--- src/hw/rtl/vdib_ram.sv ---
module vdib_ram #(
  parameter int unsigned DATA_W = 8,
  parameter int unsigned DEPTH  = 16
) (
  input  logic                     clk_i,
  input  logic                     we_i,
  input  logic [$clog2(DEPTH)-1:0] waddr_i,
  input  logic [DATA_W-1:0]        wdata_i,
  input  logic                     re_i,
  input  logic [$clog2(DEPTH)-1:0] raddr_i,
  output logic [DATA_W-1:0]        rdata_o
);

  logic [DATA_W-1:0] mem [DEPTH];
  logic [DATA_W-1:0] rdata_q;

  // One write and one registered read per cycle
  always_ff @(posedge clk_i) begin
    if (we_i) begin
      mem[waddr_i] <= wdata_i;
    end
    if (re_i) begin
      rdata_q <= mem[raddr_i];
    end
  end

  assign rdata_o = rdata_q;

endmodule

--- config.mk ---
export PLATFORM = sky130hd
export DESIGN_NAME = vdib_ram
export DESIGN_NICKNAME = d
export VERILOG_FILES = /design/src/hw/rtl/vdib_ram.sv
export SDC_FILE = /design/constraint.sdc
export NUM_CORES = 1
export LEC_CHECK = 0
export BUFFER_PORTS_ARGS = -buffer_cell sky130_fd_sc_hd__buf_4
export CORE_UTILIZATION = 54
export DETAILED_ROUTE_END_ITERATION = 6
export PLACE_DENSITY = 0.74
export SLEW_MARGIN = 0
export SYNTH_ARGS = -nofsm -noshare
export SYNTH_HDL_FRONTEND = slang
export SYNTH_SLANG_ARGS = --single-unit
export TNS_END_PERCENT = 20
--- constraint.sdc ---
create_clock -name clk_i -period 1.54 [get_ports clk_i]
set_input_delay 0.154 -clock clk_i [delete_from_list [all_inputs] [get_ports clk_i]]
set_output_delay 0.154 -clock clk_i [all_outputs]
set_load 0.01 [all_outputs]
==> results.py <==
metrics = {
    "worst_setup_path": {
        "r2r_start": "mem[2][5]",
        "rrSetupSlack_ps": 30,
        "endpoint_kind": "register",
        "required_ps": 1780,
        "crit_fanout": 1,
        "worstSetupPathType": "reg -> reg",
        "cpPeakStageDelay_ps": 510,
        "timing.rr.end": "rdata_o[5]",
        "cpMaxStageDelayCell": "mux4_1",
        "cp.arrival_ps": 1750,
        "r2r.worst_path.cells": 3,
        "crit_chain": "mux4_1 -> a22oi_1 -> nand2_1",
        "worstSetupStartpointType": "register",
    },
    "route": {
        "routedWlPerCell_microns": 22.5,
        "dr.pass1.iters": 4,
        "first_iter_violations": 219,
        "ant_nets": 0,
        "drc": 0,
        "via_count": 2550,
        "totalWireLength_microns": 9920,
        "vias_per_cell": 5.80,
    },
    "synth": {
        "synthCells": 229,
        "synth.cell_area_sq_um": 5230,
        "syn_nets": 248,
        "synth-adder-area-share": 0,
        "async_flop_share": 0,
        "ys_seq_elements": 136,
        "synth_edf_count": 136,
        "synthFlopType": "edfxtp_1",
        "synth-xor-area-share": 0,
        "yosysTopAreaCell": "edfxtp_1",
        "synth_area_leaders": "edfxtp_1, mux4_2, mux4_1",
        "ys_types": 18,
        "ys_seq_area_frac": 0.781,
        "synth_mux_area_frac": 0.148,
        "synth_common_cells": "edfxtp_1, mux4_2, a22oi_1, mux4_1, nor2_1",
        "yosysMostFrequentCell": "edfxtp_1",
        "synth_top_family_by_area": "multiplexers",
        "synth-compound-area-share": 0.0230,
        "netlist.area_leader.share": 0.781,
        "yosys.area_share.simple": 0.0314,
        "syn_avg_cell_area_sq_um": 22.8,
        "ys_warn_count": 0,
    },
    "cells_and_area": {
        "drive_above_1_share": 0.328,
        "syn_to_final_growth_pct": 24.3,
        "nets": 317,
        "multiInputGateArea_sq_um": 1070,
        "fin_cells": 440,
        "final_util": 0.697,
        "antennaDiodeCount": 0,
        "fill_cells": 568,
        "regArea_sq_um": 4080,
    },
    "clock_network": {
        "path_clk_slew_ps": 60,
        "root_buffer": "clkbuf_8",
        "cts_buffer_depth": 2,
        "cts_buffers": 17,
        "cts_sinks": 136,
        "clk_latency_ps": 500,
        "h-tree-depth": 4,
        "cts_tree": "built",
    },
    "place": {
        "place_congestion": 0.793,
        "hpwl_microns": 6320,
        "portBuffers": 26,
        "dp_cells": 399,
        "pre_cts_ws_ps": -201,
    },
    "hold_path": {
        "min_to": "mem[0][0]",
        "min_from": "waddr_i[1]",
        "hold_class": "in -> reg",
        "whs_path_depth": 3,
    },
    "sta": {
        "rsz0062_at_grt": "false",
        "worst_pin_slew_ps": 382,
        "setup_viol_count_final": 0,
        "period_minus_slack_ps": 1510,
        "slew_headroom": 0.746,
        "skew_ps": 10.8,
        "final_hold_viol_count": 0,
        "max_freq_ghz": 0.664,
        "layout_setup_ws_ps": 33.2,
        "slew_violations": 0,
        "hold_slack_ps": 172,
        "period_share": 0.978,
    },
    "global_routing": {
        "grt_start_max_net_pins": 17,
        "grt_first_pass_wirelength_microns": 15100,
        "grt_overflow": 0,
        "antenna_found_initial": 0,
        "first_global_vias": 2685,
        "grt_usage": 0.222,
    },
    "power": {
        "p_leak_nw": 2.22,
        "peakVddDrop_uv": 990,
        "power.total_mw": 9.01,
        "power_density_nw_per_um2": 1390,
    },
    "floorplan": {
        "ios": 27,
        "die_height_microns": 100,
        "rows": 35,
        "core_sq_um": 9330,
        "die-area_sq_um": 10100,
        "initial_core_util": 0.560,
        "die_width_microns": 100,
    },
    "status": {
        "status": "complete, no violations",
    },
    "job": {
        "drv_cap": 0,
    },
}
-- cell families after synthesis --
group / Yosys count
DFF: 136
AOI/OAI and AO/OA: 16
buffers and inverters: 10
and+or+nand+nor: 35
muxes: 32
-- area by class of cell --
type | count | area share
Clock buffer | 20 | 0.0655
Timing Repair Buffer | 60 | 0.0824
Clock inverter | 12 | 0.0345
Tap cell | 129 | 0.0248
Multi-Input combinational cell | 83 | 0.164
Sequential cell | 136 | 0.628
-- layout by cell type, fill, tap and decap left out, types with 2 or more instances in the layout --
master / instances
a22oi_2: 2
nand3b_1: 2
nor3_1: 3
buf_12: 5
nor2_1: 13
clkinv_4: 2
nand2_1: 9
clkinvlp_4: 3
bufinv_16: 6
a22oi_1: 14
mux4_1: 13
clkbuf_1: 3
mux4_2: 19
clkbuf_16: 16
nand2b_1: 2
dlygate4sd3_1: 9
buf_4: 46
edfxtp_1: 136
-- per-stage QoR --
step | cell area (sq um) | setup TNS (ps)
after floorplan | 5230 | 0
after CTS | 6500 | 0
final | 6500 | 0
after global routing | 6500 | 0
after detailed placement | 5750 | -828
after global placement | 5750 | -595
-- state kept, by name, summed over array words and instances (netlist names) --
name	cells
mem	128
rdata_o	8
-- worst max-delay path by stage --
stage                     startpoint         end  slack (ps)
after floorplan           raddr_i[0]  rdata_o[1]         100
after global placement    raddr_i[0]  rdata_o[0]        -140
after detailed placement  raddr_i[0]  rdata_o[1]        -200
after CTS                  mem[0][1]  rdata_o[1]          20
after global routing       mem[1][5]  rdata_o[5]           6
final                      mem[2][5]  rdata_o[5]          30
-- where the power goes --
part,switching [mW],internal [mW]
Sequential,0.0241,4.17
Combinational,0.231,0.223
Clock,1.41,2.95
-- worst max-delay path, delay by kind of cell (launching register included) --
kind	cells	cell delay (ps)
multiplexers	1	510
flip-flops	1	360
AO/OA/AOI/OAI	1	290
AND/OR/NAND/NOR	1	90
-- repair_timing --
action                                  in CTS  in global routing
setup buffers                                0                  0
endpoints found under the setup margin       1                  2
hold buffers                                 9                  0
hold endpoints to repair                   136                  0
gates resized for setup                      1                  2
-- metal layers --
layer	routed length (microns)	share of wire	vias to the layer above	GRT usage
met5	0	0	-	0
met4	147	0.015	0	0.103
met3	591	0.060	12	0.0592
met2	5100	0.51	125	0.351
met1	4080	0.41	1295	0.291
li1	-	-	1118	-
No activity file was read; power rests on OpenSTA's default activity.
