[src/hw/rtl/vdib_pkg.sv]
package vdib_pkg;

  // Default sizes of the stores
  localparam int unsigned MaxPositions = 4096;
  localparam int unsigned MaxVertices  = 8192;
  localparam int unsigned UvSlots      = 8;

  // Fixed field widths
  localparam int unsigned PosW     = 12;
  localparam int unsigned AttrW    = 16;
  localparam int unsigned UvCountW = 4;
  localparam int unsigned OutIdxW  = 13;

  typedef struct packed {
    logic             new_mesh;
    logic [PosW-1:0]  pos_index;
    logic [AttrW-1:0] normal_index;
    logic [AttrW-1:0] uv_index_0;
    logic [AttrW-1:0] uv_index_1;
    logic [AttrW-1:0] uv_index_2;
    logic [AttrW-1:0] uv_index_3;
    logic [AttrW-1:0] uv_index_4;
    logic [AttrW-1:0] uv_index_5;
    logic [AttrW-1:0] uv_index_6;
    logic [AttrW-1:0] uv_index_7;
  } item_t;

  typedef struct packed {
    logic [OutIdxW-1:0] vertex_index;
    logic               created;
    logic               table_full;
  } result_t;

  // Select one texture slot of a corner
  function automatic logic [AttrW-1:0] uv_of(item_t it, logic [2:0] s);
    logic [AttrW-1:0] r;
    unique case (s)
      3'd0: r = it.uv_index_0;
      3'd1: r = it.uv_index_1;
      3'd2: r = it.uv_index_2;
      3'd3: r = it.uv_index_3;
      3'd4: r = it.uv_index_4;
      3'd5: r = it.uv_index_5;
      3'd6: r = it.uv_index_6;
      3'd7: r = it.uv_index_7;
    endcase
    return r;
  endfunction

endpackage

[src/hw/rtl/vdib_key.sv]
module vdib_key #(
  parameter int unsigned MAX_POSITIONS = vdib_pkg::MaxPositions
) (
  input  logic                             clk_i,
  input  logic                             rst_ni,
  input  logic                             start_i,
  input  logic [vdib_pkg::PosW-1:0]        pos_i,
  output logic [$clog2(MAX_POSITIONS)-1:0] key_o
);
  import vdib_pkg::*;

  localparam int unsigned KeyW  = $clog2(MAX_POSITIONS);
  localparam int unsigned MpC   = (MAX_POSITIONS > 4096) ? 4096 : MAX_POSITIONS;
  localparam int unsigned Recip = (1 << 24) / MAX_POSITIONS;

  logic [32:0]     prod;
  logic [8:0]      quot_q;
  logic [PosW-1:0] pos_q;
  logic            stage_q;
  logic [21:0]     qm;
  logic [12:0]     rem_raw;
  logic [12:0]     rem;
  logic [KeyW+12:0] rem_ext;
  logic [KeyW-1:0] key_q;

  // Estimate the quotient by reciprocal multiplication
  assign prod = {21'd0, pos_i} * 33'(Recip);

  // Remainder with one correction step
  assign qm      = {13'd0, quot_q} * 22'(MpC);
  assign rem_raw = {1'b0, pos_q} - qm[12:0];
  assign rem     = (rem_raw >= 13'(MpC)) ? rem_raw - 13'(MpC) : rem_raw;
  assign rem_ext = {{KeyW{1'b0}}, rem};

  always_ff @(posedge clk_i or negedge rst_ni) begin
    if (!rst_ni) begin
      stage_q <= 1'b0;
      quot_q  <= '0;
      pos_q   <= '0;
      key_q   <= '0;
    end else begin
      stage_q <= start_i;
      if (start_i) begin
        quot_q <= prod[32:24];
        pos_q  <= pos_i;
      end
      if (stage_q) begin
        key_q <= rem_ext[KeyW-1:0];
      end
    end
  end

  assign key_o = key_q;

endmodule

[config.mk]
export PLATFORM = sky130hd
export DESIGN_NAME = vdib_key
export DESIGN_NICKNAME = d
export VERILOG_FILES = /design/src/hw/rtl/vdib_pkg.sv /design/src/hw/rtl/vdib_key.sv
export SDC_FILE = /design/constraint.sdc
export NUM_CORES = 1
export LEC_CHECK = 0
export ABC_AREA = 1
export BUFFER_PORTS_ARGS = -buffer_cell sky130_fd_sc_hd__buf_4
export CORE_AREA = 5 5 49 51
export CTS_BUF_LIST = sky130_fd_sc_hd__clkbuf_2 sky130_fd_sc_hd__clkbuf_4 sky130_fd_sc_hd__clkbuf_8
export CTS_CLUSTER_DIAMETER = 80
export DETAILED_ROUTE_END_ITERATION = 10
export DIE_AREA = 0 0 54 56
export MAX_ROUTING_LAYER = met4
export PLACE_DENSITY_LB_ADDON = 0.25
export SLEW_MARGIN = 20
export SYNTH_ARGS = -nofsm -noshare
export SYNTH_HDL_FRONTEND = slang
export SYNTH_SLANG_ARGS = --single-unit
[constraint.sdc]
create_clock -name clk_i -period 1.1 [get_ports clk_i]
set_input_delay 0 -clock clk_i [delete_from_list [all_inputs] [get_ports clk_i]]
set_output_delay 0 -clock clk_i [all_outputs]
set_load 0.01 [all_outputs]
==> flow_summary.toml, run 1 <==
[outcome]
status = "finished, violations left"
violations = "negative hold slack"

[routing]
ant_nets = 0
routed_wl_mm = 2.03
wire_per_inst_um = 11.8
drcViolationCount = 0
drtPass1Iterations = 4
vias = 775
viasPerCell = 4.53
drt_iter0_drc = 14

[timing]
maxSlewViolCount = 0
timing.final.hold_violations = 8
rsz0062_at_grt = "no"
setup_viol = 0
timing.hold.ws_ns = -0.0334
setup_slack_ns = 0.199
fmax_ghz = 1.11
timing.final.crit_share_pct = 81.9
fin_setup_tns_ns = 0
fin_crit_ns = 0.901
worst_slew_pin_slew_ns = 0.297
finClkSkew_ns = 0.000614
max_slew_margin_pct = 80.2

[critical_path]
rrSetupSlack_ns = 0.20
worstPathRequired_ns = 1.36
critPathCaptureType = "flop"
critical_path.cell_chain = "inv_2 -> nand2_1 -> nand2_1"
critPathBufInv = 1
rr_worst_depth = 3
arrival_ns = 1.16
path_max_fanout = 13
crit_slowest_cell = "dfrtp_2"
r2r-end = "key_o[8]"
critPathTopFamily = "flip-flops"
max_stage_delay_ns = 0.52
path_class = "flop to flop"
path_common_cell = "nand2_1"
cp-start-kind = "flop"
reg2reg_from = "stage_q"

[placed_design]
dp_slack_ns = 0.0824
hpwl_mm = 1.30
globalplace.congestion = 0.736
port_buffers = 26

[yosys]
yosysWarnings = 0
yosysUniqueCellTypes = 5
avgSynthCellArea_sq_um = 9.13
yosys.area_share.xor_xnor_pct = 0
ys_ff_latch = 25
syn_inst = 103
synthMuxAreaShare_pct = 0
yosys.area_share.simple_pct = 28.7
synth_top_family_by_area = "simple AND/OR/NAND/NOR gates"
synth_area_sq_um = 941
yosysSeqAreaShare_pct = 66.5
syn_nets = 118
synth-adder-area-share_pct = 0
synth-compound-area-share_pct = 0

[grt]
antenna_found_initial = 0
grt_pass1_vias = 835
grtUsageTotal_pct = 17.1
grt_max_degree = 26
grt_pass1_wl_mm = 3.57
globalRouteOverflowTotal = 0

[layout]
ff_latch_area_sq_um = 627
drive_gt1_share_pct = 22.9
num_antenna_cells = 0
multi_input_area_sq_um = 270
nFillCells = 148
area_growth_pct = 39.6
layout.nets = 160

[die]
ios = 27
coreArea_sq_mm = 0.00190
initial_utilization_pct = 49.5
rows = 16
die_area_sq_mm = 0.00302
fp.dieH_um = 56
die_w_um = 54

[pwr]
cellPowerDensity_mw_per_mm2 = 1370
p_leak_nw = 0.731
ir_drop_mv = 0.964

[clocking]
tritoncts = "done"
cts-root-buf = "clkbuf_4"
path_clk_slew_ns = 0.13
cts_setup_buffers = 0
htreeDepth = 1
clock_latency_ns = 0.31
clk_path_buf_depth = 2
clock-sinks = 25
cts_buffers = 3

[hold_path]
hold_end = "pos_q[9]"
hold_path.class = "input pin to flop"
whs_path_depth = 3
worst_hold_startpoint = "start_i"

[run]
drv_cap = 0
## cell usage after synthesis, drive strengths merged
cell,n,area (sq um)
dfrtp,25,626
inv,2,7.51
nand2,72,270
buf,4,37.5
## cell type report
| cell class | count | share of cell area [%] |
|---|---|---|
| Clock buffer | 4 | 2.29 |
| Sequential cell | 25 | 47.7 |
| Timing Repair Buffer | 41 | 26.3 |
| Multi-Input combinational cell | 72 | 20.6 |
| Inverter | 2 | 0.571 |
| Tap cell | 27 | 2.57 |
## per-layer routing
layer | routed length [um] | global-route usage [%] | share of wire (%)
met4 | 55 | 8.19 | 2.7
met3 | 79 | 2.68 | 3.9
met1 | 834 | 19.3 | 41
met2 | 1060 | 28.4 | 52
met5 | 0 | - | 0
## per-stage QoR
stage / power [mW] / area, sq um / std cells / util (%)
after floorplan: 1.20 / 941 / 103 / -
after global placement: 1.34 / 1130 / 152 / 59.5
after detailed placement: 1.35 / 1130 / 152 / 59.5
after CTS: 1.83 / 1390 / 179 / 73.2
after global routing: 1.88 / 1310 / 171 / 69.1
final: 1.80 / 1310 / 171 / 69.1
## cells by family (layout without fill, tap and decap cells)
kind of cell	Yosys count	count (layout)
simple gates	72	72
flops	25	25
buf+inv	6	47
## flip-flops by register name (all words and copies together) (netlist names)
register  count
pos_q        12
key_o        12
stage_q       1
## how the worst max path moves through the flow
stage              from   endpoint  slack, ns  cells after the start
6_report        stage_q   key_o[8]       0.20                      3
5_1_grt         stage_q   key_o[8]       0.10                      3
4_1_cts        pos_i[7]   pos_q[7]       0.03                      5
3_5_place_dp    stage_q  key_o[11]       0.08                      3
3_3_place_gp    stage_q   key_o[8]       0.11                      3
2_1_floorplan   stage_q  key_o[10]       0.33                      3
## power breakdown
group	switching [mW]	total [mW]	leakage, nW	internal, mW
clock	0.260	0.427	0.0184	0.166
sequential	0.0559	1.06	0.307	1.01
combinational	0.142	0.306	0.406	0.164
total	0.459	1.80	0.731	1.34
## worst register-to-register path, delay by kind of cell, from the launching register on
family	cells	cell delay (ns)
buffers and inverters	1	0.19
DFF	1	0.52
and+or+nand+nor	2	0.14
## what timing repair did
action | CTS | global route
resized for setup | 0 | 1
setup endpoints to repair | 0 | 20
hold buffers | 23 | 0
endpoints found under the hold margin | 38 | 0
## cell usage in the layout (no fill, tap or decap)
master         count
buf_4             26
clkbuf_4           4
dfrtp_1           24
dfrtp_2            1
dlygate4sd3_1     15
inv_2              2
nand2_1           72
No activity file was read; power rests on OpenSTA's default activity.
==> inputs of run 2 (changes only) <==
ABC_AREA = 0   (was 1)
CORE_AREA = 5 5 52 54   (was 5 5 49 51)
DIE_AREA = 0 0 57 59   (was 0 0 54 56)
clock period = 0.8 ns   (was 1.1 ns; I/O delays follow)
==> run 2 against run 1 <==
The run ends with negative setup slack left. Via count decreased by 27%. Global-route usage shrank 4.5 points. Clock skew about the same. Highest routed layer unchanged. Non-clock buffer count rose by 2. Flip-flop and latch count did not move. Critical path type unchanged. Core utilization shrank 2.1 points. Fmax shrank 8.6%. Sequential share of layout area decreased by 4.7 points.
==> flow_summary.toml, run 2 <==
[outcome]
status = "finished, violations left"
violations = "negative setup slack"

[clocking]
clock_latency_ns = 0.30
cts-root-buf = "clkbuf_4"
clock-sinks = 25
tritoncts = "done"
clk_path_buf_depth = 2
path_clk_slew_ns = 0.12
cts_buffers = 3
htreeDepth = 1

[yosys]
syn_nets = 66
avgSynthCellArea_sq_um = 19.5
synthArstFlopShare_pct = 100
synth_top_cells_by_count = "dfrtp_1, mux2_4, mux2_2, buf_6"
yosysUniqueCellTypes = 4
yosysWarnings = 0
ys_ff_latch = 25
yosysMostFrequentCell = "dfrtp_1"
syn_inst = 51
synth.area.top_cells = "dfrtp_1, mux2_4, mux2_2"
yosys_most_used_dff = "dfrtp_1"
yosysTopAreaCell = "dfrtp_1"
yosysSeqAreaShare_pct = 63.0
synth_area_sq_um = 993
synth_top_area_share_pct = 63.0
synth_edf_count = 0

[placed_design]
port_buffers = 26
globalplace.congestion = 0.657
hpwl_mm = 1.18
dp_slack_ns = -0.174
detailed_place.area_sq_mm = 0.00122

[timing]
rsz0062_at_grt = "yes"
finClkSkew_ns = 0.00101
timing.final.hold_violations = 0
maxSlewViolCount = 0
fmax_ghz = 1.01
worst_slew_pin_slew_ns = 0.305
setup_viol = 24
fin_crit_ns = 0.986
timing.hold.ws_ns = 0.114
max_slew_margin_pct = 79.6
fin_setup_tns_ns = -2.74
timing.final.crit_share_pct = 123
setup_slack_ns = -0.186

[critical_path]
arrival_ns = 1.19
cp-start-kind = "flop"
critPathBufInv = 1
crit_slowest_cell = "dfrtp_1"
critical_path.cell_chain = "buf_6 -> mux2_4"
critPathCaptureType = "flop"
worstPathRequired_ns = 1.00
rrSetupSlack_ns = -0.19
path_max_fanout = 5
path_class = "flop to flop"
max_stage_delay_ns = 0.44
critPathTopFamily = "flip-flops"

[grt]
grt_pass1_wl_mm = 3.05
grt_pass1_vias = 638
globalRouteOverflowTotal = 0
antenna_found_initial = 0
grt_max_degree = 26
grtUsageTotal_pct = 12.6

[routing]
ant_nets = 0
wire_per_inst_um = 15.1
drt_iter0_drc = 7
routed_wl_mm = 1.88
viasPerCell = 4.55
drtPass1Iterations = 4
vias = 564
drcViolationCount = 0

[layout]
num_antenna_cells = 0
layout_common_cells = "dfrtp_1, mux2_4, buf_4, dlygate4sd3_1, buf_6"
layout.nets = 112
layout_commonest_cell = "dfrtp_1"
drive_gt1_share_pct = 59.4
design_area_sq_mm = 0.00145
area_growth_pct = 46.3

[die]
ios = 27
rows = 17
initial_utilization_pct = 45.8
die_area_sq_mm = 0.00336
coreArea_sq_mm = 0.00217
die_w_um = 57
fp.dieH_um = 59

[hold_path]
hold_path.class = "input pin to asynchronous set/reset pin"

[run]
drv_cap = 0

[pwr]
ir_drop_mv = 1.24
p_leak_nw = 0.715
cellPowerDensity_mw_per_mm2 = 1900
==> run 2: changes by cell type after synthesis, sizes merged <==
cell / delta
inv: -2
buf: -2
mux2: +24
nand2: -72
==> run 2: area by class of cell <==
| type | instances | area (sq um) |
|---|---|---|
| fill | 155 | 716 |
| multi-input combinational | 24 | 353 |
| clock buffer | 4 | 30.0 |
| timing repair buffer | 43 | 410 |
| tap | 28 | 35.0 |
| sequential | 25 | 626 |
==> run 2: stage by stage <==
step | std cells | util [%] | total power [mW]
after floorplan | 51 | - | 1.81
after global placement | 106 | 56.4 | 2.07
after detailed placement | 106 | 56.4 | 2.08
after CTS | 124 | 67.0 | 2.80
after global routing | 124 | 67.0 | 2.91
final | 124 | 67.0 | 2.77
==> run 2: repair_timing <==
action	in CTS	in global routing
gates resized for setup	16	0
endpoints found under the hold margin	38	0
setup endpoints to repair	24	26
setup buffers	0	0
hold buffers	14	0
==> run 2: kinds of logic after synthesis <==
| group | count (synthesis) | synth area share, % |
|---|---|---|
| multiplexers | 24 | 34.8 |
| buffers and inverters | 2 | 2.27 |
| flip-flops | 25 | 63.0 |
==> run 2: metal layers <==
metal	vias to the layer above	share of wire (%)	track usage [%]	wire length (um)
met2	18	47	18.9	887
met1	277	46	16.6	865
met3	2	6.1	2.83	114
met5	-	0	-	0
met4	0	0.53	4.97	10
li1	267	-	-	-
==> run 2: worst paths after layout <==
| check | start | to | cells past startpoint |
|---|---|---|---|
| worst max-delay path | stage_q | key_o[5] | 2 |
| worst min register to register | pos_q[6] | key_o[6] | 1 |
| worst max register to register | stage_q | key_o[5] | 2 |
| worst min-delay path | rst_ni | pos_q[2] | 2 |
| max in group asynchronous | rst_ni | pos_q[4] | 2 |
| min in group clk_i | start_i | pos_q[1] | 2 |
==> run 2: power breakdown <==
group          switching, mW  total, mW  internal (mW)
sequential             0.115       1.53           1.42
clock                  0.342      0.570          0.228
combinational          0.193      0.665          0.472
total                  0.650       2.77           2.12
==> inputs of run 3 (changes only) <==
SETUP_SLACK_MARGIN = 0.5   (was not set)
==> run 3 against run 2 <==
The run ends with negative hold slack, negative setup slack left. First-iteration DRC count decreased by 71%. Sequential power about the same. Clock power about the same. Sequential share of layout area increased by 4.3 points. Combinational power decreased by 7.2%. Count of clock-buffer cells in the layout unchanged. Core utilization decreased by 6.1 points. Final cell count decreased by 11%.
==> flow_summary.toml, run 3 (synthesis gave the netlist of run 2 again) <==
[placed_design]
port_buffers = 26
placedCellCount = 106
dp_slack_ns = -0.174
hpwl_mm = 1.18
globalplace.congestion = 0.657

[clocking]
clock_latency_ns = 0.30
clk_path_buf_depth = 2
cts_buffers = 3
cts-root-buf = "clkbuf_4"
tritoncts = "done"
path_clk_slew_ns = 0.12
clock-sinks = 25
htreeDepth = 1
cts_setup_buffers = 0

[die]
rows = 17
fp.dieH_um = 59
initial_utilization_pct = 45.8
die_area_sq_mm = 0.00336
die_w_um = 57
ios = 27
coreArea_sq_mm = 0.00217

[timing]
timing.final.crit_share_pct = 123
fin_setup_tns_ns = -2.73
max_slew_margin_pct = 79.7
finClkSkew_ns = 0.00101
setup_viol = 24
fin_crit_ns = 0.985
timing.hold.ws_ns = -0.432
maxSlewViolCount = 0
fmax_ghz = 1.01
worst_slew_pin_slew_ns = 0.305
rsz0062_at_grt = "yes"
setup_slack_ns = -0.185
timing.final.hold_violations = 38

[routing]
met1_length_um = 837
highest_layer = "met4"
drcViolationCount = 0
met2_length_um = 779
vias = 518
routed_wl_mm = 1.74
drt_iter0_drc = 2
met3_length_um = 111
wire_per_inst_um = 15.8
viasPerCell = 4.71
ant_nets = 0
drtPass1Iterations = 4

[layout]
layout.nets = 98
nFillCells = 166
area_growth_pct = 33.0
layout_commonest_cell = "dfrtp_1"
fin_util_pct = 60.9
multi_input_area_sq_um = 360
drive_gt1_share_pct = 69.5
instances_no_fill = 110
num_antenna_cells = 0
ff_latch_area_sq_um = 626
layout_common_cells = "dfrtp_1, mux2_4, buf_4, buf_6, clkbuf_4"

[critical_path]
critPathCaptureType = "flop"
critPathBufInv = 1
path_class = "flop to flop"
path_max_fanout = 5
max_stage_delay_ns = 0.44
crit_slowest_cell = "dfrtp_1"
critPathTopFamily = "flip-flops"
worstPathRequired_ns = 1.00
critical_path.cell_chain = "buf_6 -> mux2_4"
arrival_ns = 1.19
cp-start-kind = "flop"

[grt]
grt_pass1_vias = 587
antenna_found_initial = 0
grtUsageTotal_pct = 11.6
grt_pass1_wl_mm = 2.82
globalRouteOverflowTotal = 0
grt_max_degree = 26

[outcome]
status = "finished, violations left"
violations = "negative hold slack, negative setup slack"

[pwr]
p_leak_nw = 0.665
ir_drop_mv = 1.16
p_total_mw = 2.72
cellPowerDensity_mw_per_mm2 = 2060

[run]
drv_cap = 0

[hold_path]
hold_path.class = "input pin to asynchronous set/reset pin"
==> run 3: cell types whose count changed in the layout (fill, tap and decap cells not counted), sizes merged <==
cell and delta:
dlygate4sd3 -14
==> run 3: what timing repair did <==
| action | CTS | global route |
|---|---|---|
| endpoints found under the setup margin | 36 | 36 |
| hold endpoints to repair | 38 | 38 |
| gates resized for setup | 18 | 0 |
| gates cloned | 0 | 0 |
==> run 3: final cells by class <==
cell class	count	share of cell area [%]
Tap cell	28	2.65
Multi-Input combinational cell	24	27.3
Timing Repair Buffer	29	20.5
Sequential cell	25	47.3
Clock buffer	4	2.27
==> run 3: metrics by stage <==
| stage | hold slack, ns | area (sq um) |
|---|---|---|
| 2_1_floorplan | -0.296 | 993 |
| 5_1_grt | -0.440 | 1320 |
| 4_1_cts | -0.433 | 1320 |
| 6_report | -0.432 | 1320 |
| 3_5_place_dp | -0.0833 | 1220 |
| 3_3_place_gp | -0.0840 | 1220 |
==> run 3: final timing paths <==
path	from	endpoint	slack, ns	cells past startpoint
worst min-delay path	rst_ni	pos_q[2]	-0.43	1
worst max-delay path	stage_q	key_o[5]	-0.19	2
worst min register to register	pos_q[6]	key_o[6]	0.53	1
max in group asynchronous	rst_ni	pos_q[4]	1.00	1
min in group clk_i	pos_i[3]	pos_q[3]	-0.09	2
worst max register to register	stage_q	key_o[5]	-0.19	2
==> run 3: worst register-to-register path, stage by stage (launching register included) <==
cell,delay (ns)
dfrtp_1,0.44
buf_6,0.16
mux2_4,0.30
==> run 3: report_power, final <==
| group | internal, mW | switching, mW |
|---|---|---|
| clock | 0.228 | 0.342 |
| sequential | 1.42 | 0.115 |
| combinational | 0.433 | 0.184 |
==> run 3: routing by layer <==
layer / vias up / track usage (%)
met5: - / -
met4: 0 / 4.97
met3: 2 / 3.27
met2: 18 / 16.0
met1: 260 / 15.8
li1: 238 / -
